$ cat src/hw/rtl/assert_macros.svh
// Assertion macros for the RTL; the segment parser top level includes them.
`ifndef ASSERT_MACROS_SVH
`define ASSERT_MACROS_SVH

// Property checked on clk_i, muted while rst_ni is low.
`define TLMSP_ASSERT(lbl, prop, msg) \
  lbl: assert property (@(posedge clk_i) disable iff (!rst_ni) prop) else $error(msg);

// Condition that must never hold.
`define TLMSP_ASSERT_NEVER(lbl, cond, msg) \
  `TLMSP_ASSERT(lbl, !(cond), msg)

`endif

$ cat src/hw/rtl/tlmsp_pkg.sv
// Types, constants and helpers for the TLM segment parser.
package tlmsp_pkg;

  localparam int unsigned LenW    = 16;
  localparam int unsigned CountW  = 15;
  localparam int unsigned SizeW   = 3;
  localparam int unsigned PartW   = 32;

  localparam logic [LenW-1:0] HdrBytes = 16'd4;
  localparam logic [7:0]      StMask   = 8'h30;

  // SP codes
  localparam logic [1:0] SpShort = 2'd0;
  localparam logic [1:0] SpLong  = 2'd1;
  // ST code that has no meaning
  localparam logic [1:0] StBad   = 2'd3;

  // result kinds
  localparam logic KindHeader = 1'b0;
  localparam logic KindEntry  = 1'b1;

  typedef struct packed {
    logic [7:0] data_byte;
    logic       segment_start;
  } in_t;

  typedef struct packed {
    logic              result_kind;
    logic [LenW-1:0]   segment_length;
    logic [7:0]        segment_index;
    logic [1:0]        index_size;
    logic [1:0]        length_size;
    logic [CountW-1:0] entry_count;
    logic              bad_format;
    logic [15:0]       tile_index;
    logic [PartW-1:0]  part_length;
    logic [CountW-1:0] entry_number;
    logic              last_entry;
  } out_t;

  typedef struct packed {
    logic             start;
    logic [LenW-1:0]  dividend;
    logic [SizeW-1:0] divisor;
  } div_req_t;

  typedef struct packed {
    logic            busy;
    logic            valid;
    logic [LenW-1:0] quot;
  } div_rsp_t;

  // bytes in one entry: ST index bytes plus 2 or 4 length bytes
  function automatic logic [SizeW-1:0] entry_size(input logic [1:0] st, input logic [1:0] sp);
    logic [SizeW-1:0] plen;
    plen = (sp == SpShort) ? 3'd2 : 3'd4;
    return {1'b0, st} + plen;
  endfunction

  function automatic logic fmt_bad(input logic [1:0] st, input logic [1:0] sp);
    return (st == StBad) || (sp != SpShort && sp != SpLong);
  endfunction

endpackage

$ cat src/hw/rtl/tlmsp_div.sv
// Bit-serial restoring divider: 16-bit dividend by a small entry size.
module tlmsp_div (
  input  logic                clk_i,
  input  logic                rst_ni,
  input  tlmsp_pkg::div_req_t req_i,
  output tlmsp_pkg::div_rsp_t rsp_o
);
  import tlmsp_pkg::*;

  localparam int unsigned CntW = $clog2(LenW);
  localparam logic [CntW-1:0] LastStep = CntW'(LenW - 1);

  logic            busy_q, busy_d;
  logic            valid_q, valid_d;
  logic [CntW-1:0] cnt_q, cnt_d;
  logic [LenW-1:0] num_q, num_d;
  logic [SizeW-1:0] rem_q, rem_d;
  logic [SizeW-1:0] den_q, den_d;

  logic [SizeW:0] partial;
  logic [SizeW:0] diff;
  logic           ge;

  always_comb begin
    partial = {rem_q, num_q[LenW-1]};
    diff    = partial - {1'b0, den_q};
    ge      = partial >= {1'b0, den_q};

    busy_d  = busy_q;
    valid_d = valid_q;
    cnt_d   = cnt_q;
    num_d   = num_q;
    rem_d   = rem_q;
    den_d   = den_q;

    if (req_i.start) begin
      busy_d  = 1'b1;
      valid_d = 1'b0;
      cnt_d   = '0;
      num_d   = req_i.dividend;
      rem_d   = '0;
      den_d   = req_i.divisor;
    end else if (busy_q) begin
      // quotient bits shift in behind the dividend
      num_d = {num_q[LenW-2:0], ge};
      rem_d = ge ? diff[SizeW-1:0] : partial[SizeW-1:0];
      cnt_d = cnt_q + 1'b1;
      if (cnt_q == LastStep) begin
        busy_d  = 1'b0;
        valid_d = 1'b1;
      end
    end
  end

  always_ff @(posedge clk_i or negedge rst_ni) begin
    if (!rst_ni) begin
      busy_q  <= 1'b0;
      valid_q <= 1'b0;
      cnt_q   <= '0;
    end else begin
      busy_q  <= busy_d;
      valid_q <= valid_d;
      cnt_q   <= cnt_d;
    end
  end

  always_ff @(posedge clk_i) begin
    num_q <= num_d;
    rem_q <= rem_d;
    den_q <= den_d;
  end

  assign rsp_o.busy  = busy_q;
  assign rsp_o.valid = valid_q;
  assign rsp_o.quot  = num_q;

endmodule

$ cat src/hw/rtl/tlm_segment_parser.sv
// TLM marker segment parser top level: byte sequencer, divider, output register.
//
//  channel | signals                               | word
//  --------+---------------------------------------+------------------------------
//  in      | in_valid_i / in_ready_o / in_data_i   | one segment byte + start flag
//  out     | out_valid_o / out_ready_i / out_data_o| header or tile-part entry
//
// Bytes are taken while the output register is free, except the size byte: it
// starts the 16-step serial divider for the entry count, and input stays stalled
// through the division and, while the output register is still full, beyond it,
// until the header word is loaded into the output register.
// A byte is taken while an earlier word waits only if the output register
// is taken in the same cycle, whether or not the byte makes a word.
// Reset returns the sequencer to idle and empties the output register.
module tlm_segment_parser (
  input  logic              clk_i,
  input  logic              rst_ni,
  input  logic              in_valid_i,
  output logic              in_ready_o,
  input  tlmsp_pkg::in_t    in_data_i,
  output logic              out_valid_o,
  input  logic              out_ready_i,
  output tlmsp_pkg::out_t   out_data_o
);
  import tlmsp_pkg::*;

  typedef enum logic [6:0] {
    StIdle   = 7'b0000001,
    StLenLo  = 7'b0000010,
    StIndex  = 7'b0000100,
    StSizes  = 7'b0001000,
    StDivide = 7'b0010000,
    StEntry  = 7'b0100000,
    StSkip   = 7'b1000000
  } state_e;

  state_e            state_q, state_d;
  logic [LenW-1:0]   seg_len_q, seg_len_d;
  logic [7:0]        seg_idx_q, seg_idx_d;
  logic [1:0]        st_q, st_d;
  logic [1:0]        sp_q, sp_d;
  logic [CountW-1:0] count_q, count_d;
  logic [LenW-1:0]   left_q, left_d;
  logic [CountW-1:0] ent_q, ent_d;
  logic [SizeW-1:0]  bie_q, bie_d;
  logic [15:0]       idx_acc_q, idx_acc_d;
  logic [PartW-1:0]  len_acc_q, len_acc_d;
  logic              out_valid_q, out_valid_d;
  out_t              out_q, out_d;

  div_req_t div_req;
  div_rsp_t div_rsp;

  logic              out_free;
  logic              in_fire;
  logic              emit;
  logic [7:0]        byte_in;
  logic [1:0]        st_in, sp_in;
  logic [SizeW-1:0]  esize;
  logic [SizeW-1:0]  bie_nx;
  logic [15:0]       idx_nx;
  logic [PartW-1:0]  len_nx;
  logic [LenW-1:0]   left_nx;
  logic              last;
  logic              bad;
  logic [CountW-1:0] hdr_count;

  tlmsp_div u_div (
    .clk_i  (clk_i),
    .rst_ni (rst_ni),
    .req_i  (div_req),
    .rsp_o  (div_rsp)
  );

  assign out_free   = !out_valid_q || out_ready_i;
  assign in_ready_o = (state_q != StDivide) && out_free;
  assign in_fire    = in_valid_i && in_ready_o;

  assign byte_in = in_data_i.data_byte;
  assign st_in   = 2'((byte_in & StMask) >> 4);
  assign sp_in   = byte_in[7:6];
  assign esize   = entry_size(st_q, sp_q);

  always_comb begin
    state_d     = state_q;
    seg_len_d   = seg_len_q;
    seg_idx_d   = seg_idx_q;
    st_d        = st_q;
    sp_d        = sp_q;
    count_d     = count_q;
    left_d      = left_q;
    ent_d       = ent_q;
    bie_d       = bie_q;
    idx_acc_d   = idx_acc_q;
    len_acc_d   = len_acc_q;
    out_d       = out_q;
    emit        = 1'b0;
    div_req     = '0;

    bie_nx    = bie_q + 1'b1;
    idx_nx    = {idx_acc_q[7:0], byte_in};
    len_nx    = {len_acc_q[PartW-9:0], byte_in};
    left_nx   = left_q - 1'b1;
    bad       = fmt_bad(st_q, sp_q);
    hdr_count = div_rsp.quot[CountW-1:0];
    last      = 1'b0;

    // common header fields of every word
    out_d.segment_length = seg_len_q;
    out_d.segment_index  = seg_idx_q;
    out_d.index_size     = st_q;
    out_d.length_size    = sp_q;
    out_d.entry_count    = count_q;
    out_d.bad_format     = bad;

    if (state_q == StDivide) begin
      if (div_rsp.valid && out_free) begin
        last                = bad || (hdr_count == '0);
        emit                = 1'b1;
        count_d             = hdr_count;
        out_d.result_kind   = KindHeader;
        out_d.entry_count   = hdr_count;
        out_d.tile_index    = '0;
        out_d.part_length   = '0;
        out_d.entry_number  = '0;
        out_d.last_entry    = last;
        if (last) begin
          state_d = (left_q != '0) ? StSkip : StIdle;
        end else begin
          state_d = StEntry;
        end
      end
    end else if (in_fire) begin
      if (in_data_i.segment_start) begin
        seg_len_d = {byte_in, 8'h00};
        state_d   = StLenLo;
      end else begin
        case (state_q)
          StLenLo: begin
            seg_len_d = {seg_len_q[LenW-1:8], byte_in};
            state_d   = StIndex;
          end
          StIndex: begin
            seg_idx_d = byte_in;
            state_d   = StSizes;
          end
          StSizes: begin
            st_d      = st_in;
            sp_d      = sp_in;
            left_d    = (seg_len_q >= HdrBytes) ? seg_len_q - HdrBytes : '0;
            ent_d     = '0;
            bie_d     = '0;
            idx_acc_d = '0;
            len_acc_d = '0;
            div_req.start    = 1'b1;
            div_req.dividend = left_d;
            div_req.divisor  = entry_size(st_in, sp_in);
            state_d   = StDivide;
          end
          StEntry: begin
            left_d = left_nx;
            if ({1'b0, bie_q} < {1'b0, st_q}) begin
              idx_acc_d = idx_nx;
            end else begin
              len_acc_d = len_nx;
            end
            if (bie_nx >= esize) begin
              last               = ({1'b0, ent_q} + 16'd1) >= {1'b0, count_q};
              emit               = 1'b1;
              out_d.result_kind  = KindEntry;
              out_d.tile_index   = (st_q == 2'd0) ? {1'b0, ent_q} : idx_acc_d;
              out_d.part_length  = len_acc_d;
              out_d.entry_number = ent_q;
              out_d.last_entry   = last;
              ent_d              = ent_q + 1'b1;
              bie_d              = '0;
              idx_acc_d          = '0;
              len_acc_d          = '0;
              if (last) begin
                state_d = (left_nx != '0) ? StSkip : StIdle;
              end
            end else begin
              bie_d = bie_nx;
            end
          end
          StSkip: begin
            if (left_q != '0) begin
              left_d = left_nx;
            end
            if (left_d == '0) begin
              state_d = StIdle;
            end
          end
          default: ;
        endcase
      end
    end
  end

  always_comb begin
    out_valid_d = out_valid_q;
    if (emit) begin
      out_valid_d = 1'b1;
    end else if (out_ready_i) begin
      out_valid_d = 1'b0;
    end
  end

  always_ff @(posedge clk_i or negedge rst_ni) begin
    if (!rst_ni) begin
      state_q     <= StIdle;
      seg_len_q   <= '0;
      seg_idx_q   <= '0;
      st_q        <= '0;
      sp_q        <= SpLong;
      count_q     <= '0;
      left_q      <= '0;
      ent_q       <= '0;
      bie_q       <= '0;
      idx_acc_q   <= '0;
      len_acc_q   <= '0;
      out_valid_q <= 1'b0;
    end else begin
      state_q     <= state_d;
      seg_len_q   <= seg_len_d;
      seg_idx_q   <= seg_idx_d;
      st_q        <= st_d;
      sp_q        <= sp_d;
      count_q     <= count_d;
      left_q      <= left_d;
      ent_q       <= ent_d;
      bie_q       <= bie_d;
      idx_acc_q   <= idx_acc_d;
      len_acc_q   <= len_acc_d;
      out_valid_q <= out_valid_d;
    end
  end

  always_ff @(posedge clk_i) begin
    if (emit) begin
      out_q <= out_d;
    end
  end

  assign out_valid_o = out_valid_q;
  assign out_data_o  = out_q;

  `include "assert_macros.svh"

  // entries never run past the count taken from the header
  `TLMSP_ASSERT(a_entry_in_range,
    (out_valid_o && out_data_o.result_kind == KindEntry) |->
      (out_data_o.entry_number < out_data_o.entry_count),
    "entry number beyond entry count")
  // a bad format header closes the run
  `TLMSP_ASSERT(a_bad_is_last,
    (out_valid_o && out_data_o.bad_format) |-> out_data_o.last_entry,
    "bad format word not marked last")
  // byte position stays inside one entry
  `TLMSP_ASSERT(a_bie_in_entry,
    (state_q == StEntry) |-> (bie_q < esize),
    "byte position past entry size")
  // header only leaves the divide state, once the divider is done
  `TLMSP_ASSERT(a_hdr_after_div,
    (emit && out_d.result_kind == KindHeader) |-> (state_q == StDivide && div_rsp.valid),
    "header word without a finished division")
  // the divider is never restarted while it runs
  `TLMSP_ASSERT_NEVER(a_div_overlap, div_req.start && div_rsp.busy,
    "divider started while busy")

endmodule

$ cat config.mk
export PLATFORM = sky130hd
export DESIGN_NAME = tlm_segment_parser
export DESIGN_NICKNAME = d
export VERILOG_FILES = /design/src/hw/rtl/tlmsp_pkg.sv /design/src/hw/rtl/tlmsp_div.sv /design/src/hw/rtl/tlm_segment_parser.sv
export VERILOG_INCLUDE_DIRS = /design/src /design/src/hw/rtl
export SDC_FILE = /design/constraint.sdc
export NUM_CORES = 1
export LEC_CHECK = 0
export BUFFER_PORTS_ARGS = -buffer_cell sky130_fd_sc_hd__clkbuf_2
export CAP_MARGIN = 0
export CELL_PAD_IN_SITES_DETAIL_PLACEMENT = 1
export CELL_PAD_IN_SITES_GLOBAL_PLACEMENT = 1
export CORE_MARGIN = 2
export CORE_UTILIZATION = 28
export CTS_CLUSTER_DIAMETER = 150
export DETAILED_ROUTE_END_ITERATION = 12
export PLACE_DENSITY = 0.62
export SYNTH_ARGS = -nofsm -noshare
export SYNTH_HDL_FRONTEND = slang
export SYNTH_HIERARCHICAL = 1
export SYNTH_SLANG_ARGS = --single-unit
export TNS_END_PERCENT = 20
$ cat constraint.sdc
create_clock -name clk_i -period 12.1 [get_ports clk_i]
set_input_delay 1.21 -clock clk_i [delete_from_list [all_inputs] [get_ports clk_i]]
set_output_delay 1.21 -clock clk_i [all_outputs]
set_load 0.05 [all_outputs]
==> key figures <==
Outcome
  – Outcome: complete, no violations

Timing
  – RSZ-0062 raised after global routing: no
  – FMAX: 228 MHz
  – Final number of hold-violating endpoints: 0
  – Share of the cycle needed by the critical path after routing: 36.2%
  – Worst-Margin Slew: 1.20 ns
  – Setup Total Neg Slack: 0 ns
  – Clock Skew: 0.0206 ns
  – Final period demand of the worst path: 4.39 ns
  – Max-slew headroom at the worst pin: 19.8%
  – Final number of max-transition violations: 0
  – Count of final setup violators: 0

Floorplanning
  – Chip width: 216 um
  – Total die area: 46600 sq um
  – Row count: 77
  – Core area: 44200 sq um
  – # IOs: 124
  – Vert. Die Dim: 216 um
  – Starting density of the core: 28.4%

Critical path
  – Worst Setup Path Type: reg -> reg
  – Max stage delay on crit path: 1.01 ns
  – Depth of the worst register-to-register path: 14
  – Endpoint arrival time on the critical path: 4.84 ns
  – Largest delay share family, worst path: simple AND/OR/NAND/NOR gates
  – Highest fanout seen on the critical path: 15
  – Crit-path slowest cell: a221oi_2
  – Minimum setup slack among reg-to-reg paths: 7.71 ns
  – Number of buffer and inverter instances along the worst setup path: 0
  – Startpoint type of the worst setup path: register
  – Critical path data required time: 12.56 ns
  – Capture point of the worst reg-to-reg path: state_q[2]
  – Worst R2R Start: ent_q[0]
  – CP endpoint kind: register
  – Worst-path cell chain: ha_1 > nand3_1 > nor2_1 > and3_1 > and3_1 > xor2_1 > ha_1 > nand3_1 > nor2_1 > o2111ai_1 > a21oi_1 > nor3_1 > a221oi_2 > mux2_2

Placed design
  – Count of input and output buffers: 123
  – Weighted congestion at the end of routability-driven global placement: 0.834
  – Estimated wirelength of the detail-placed design: 25.3 mm

Routing
  – DRT Pass-1 Iters: 5
  – Violation count after the first detailed-routing iteration: 542
  – DRT Wirelength: 36.4 mm
  – Remaining number of nets flagged by the antenna check after routing: 0
  – Via density per instance: 4.98
  – Routed wire length per instance: 20.1 um
  – Via total after detailed routing: 9003
  – Number of DRC violations after detailed routing: 0

CTS
  – CTS tree: yes
  – Number of sinks driven by the clock tree: 270
  – Clock latency reported for the late side of the worst-skew pair: 0.58 ns
  – Maximum buffer depth of the clock tree: 3
  – Post-CTS Setup Inserts: 0
  – TritonCTS Buffers: 30
  – Number of H-tree branching levels: 1
  – Register clock-pin slew on the reported worst setup and hold paths: 0.06 ns
  – Number of gates resized after cts: 0
  – Number of buffers added to fix hold violations after cts: 0
  – Root Buffer: clkbuf_16

Finish
  – Util after Layout: 33.2%
  – Net count reported at finish: 1237
  – Ant diodes: 0
  – Area added between synthesis and finish: 17.0%
  – Register area: 7380 sq um
  – Total area of multi-input combinational cells: 4770 sq um
  – Fillers: 4861
  – Share of cells above drive strength 1: 19.8%

Global routing
  – Pin count of the biggest net entering global routing: 84
  – Total global routing overflow: 0
  – Antenna violations before repair: 1
  – GR Util All Layers: 15.5%
  – Wire length of the first global-routing pass: 56.7 mm
  – GR Util met3: 2.61%
  – Grt met2 use: 25.1%
  – Vias in the first global route: 9338
  – Grt peak-use layer: met2
  – Global-route met1 utilization: 21.7%

Power
  – Power density relative to cell area: 201 nW/um^2
  – Switching fraction of total power: 35.0%
  – Combinational fraction of design power: 27.5%
  – Peak ir drop on the vdd network: 0.137 mV
  – Clock network power share: 29.6%
  – Internal portion of total power: 0.00192 W
  – Sequential cell fraction of total power: 42.8%
  – Switching power summed over all nets: 0.00104 W
  – Leak: 6.13 nW

Worst hold path
  – Hold Crit Depth: 0
  – Worst min path class: reg -> reg
  – Worst-case hold path end point: out_data_o[88]
  – Hold path start: seg_idx_q[4]

Yosys
  – Total nets after synthesis: 1139
  – Warning count from the yosys run: 6
  – Syn Inst Count: 1093
  – Post-Synthesis Mean Instance Area: 11.5 sq um
  – Post-synthesis instance area: 12600 sq um

Flow run
  – Count of maximum capacitance violations: 0
==> power groups by stage <==
stage / clock (W) / combinational, W / sequential [W]
2_1_floorplan: 0 / 0.000590 / 0.00122
3_3_place_gp: 0 / 0.000801 / 0.00128
3_5_place_dp: 0 / 0.000811 / 0.00128
4_1_cts: 0.000905 / 0.000818 / 0.00127
5_1_grt: 0.000942 / 0.000904 / 0.00129
6_report: 0.000877 / 0.000815 / 0.00127
==> metal layers <==
metal  share of wire, %  routed length, um
met4                1.7                604
met1                 48              17300
met2                 47              17000
met3                4.0               1460
met5              0.044                 16
==> final cells by class <==
class                      instances  share of cell area (%)
sequential                       270                    50.2
multi-input combinational        712                    32.5
clock buffer                      44                    5.74
tap                              592                    5.04
timing repair buffer             132                    4.69
inverter                          45                    1.15
clock inverter                    12                   0.672
==> how the worst max path moves through the flow <==
stage | from | end | slack (ns) | depth (start not counted)
6_report | ent_q[0] | state_q[2] | 7.71 | 14
5_1_grt | ent_q[0] | state_q[2] | 7.38 | 14
4_1_cts | state_q[3] | state_q[2] | 7.75 | 8
3_5_place_dp | out_ready_i | u_div/num_q[12] | 7.68 | 7
3_3_place_gp | out_ready_i | u_div/num_q[12] | 7.76 | 7
2_1_floorplan | in_data_i[0] | out_data_o[0] | 7.72 | 7
==> placed cells by master, fill, tap and decap left out, types with 13 or more instances in the layout <==
cell type / instances
nand2_1: 138
nand3_1: 13
a22o_1: 61
a311oi_1: 17
a21oi_1: 47
inv_1: 43
nor3_1: 16
clkbuf_16: 31
clkbuf_2: 122
dfrtp_1: 137
edfxtp_1: 128
ha_1: 32
xor2_1: 15
o21ai_0: 41
and2_1: 19
mux2_2: 34
xnor2_1: 15
nor2_1: 81
mux2_4: 14
==> flip-flops by register name (all words and copies together), names as in the netlist <==
register,flops
len_acc_q,32
left_q,16
u_div/cnt_q,4
count_q,15
seg_len_q,16
seg_idx_q,8
u_div/busy_q,1
u_div/num_q,16
u_div/valid_q,1
u_div/den_q,3
idx_acc_q,16
out_valid_o,1
out_data_o,109
sp_q,2
u_div/rem_q,3
st_q,2
bie_q,3
ent_q,15
state_q,7
==> worst reg2reg max path, stage by stage (launching register included) <==
cell	delay [ns]
dfrtp_1	0.46
ha_1	0.27
nand3_1	0.18
nor2_1	0.37
and3_1	0.29
and3_1	0.23
xor2_1	0.09
ha_1	0.31
nand3_1	0.09
nor2_1	0.17
o2111ai_1	0.12
a21oi_1	0.14
nor3_1	0.13
a221oi_2	1.01
mux2_2	0.42
==> per-stage QoR <==
step / hold slack [ns] / setup slack, ns / instance area (sq um) / total power (W) / instances
4_1_cts: 0.459 / 7.75 / 14700 / 0.00299 / 1807
6_report: 0.457 / 7.71 / 14700 / 0.00296 / 1807
3_5_place_dp: 0.447 / 7.68 / 13800 / 0.00210 / 1751
2_1_floorplan: 0.425 / 7.72 / 12600 / 0.00181 / 1093
3_3_place_gp: 0.443 / 7.76 / 13800 / 0.00208 / 1751
5_1_grt: 0.472 / 7.38 / 14700 / 0.00313 / 1807
Note: power is estimated with default switching activity, not from simulation.
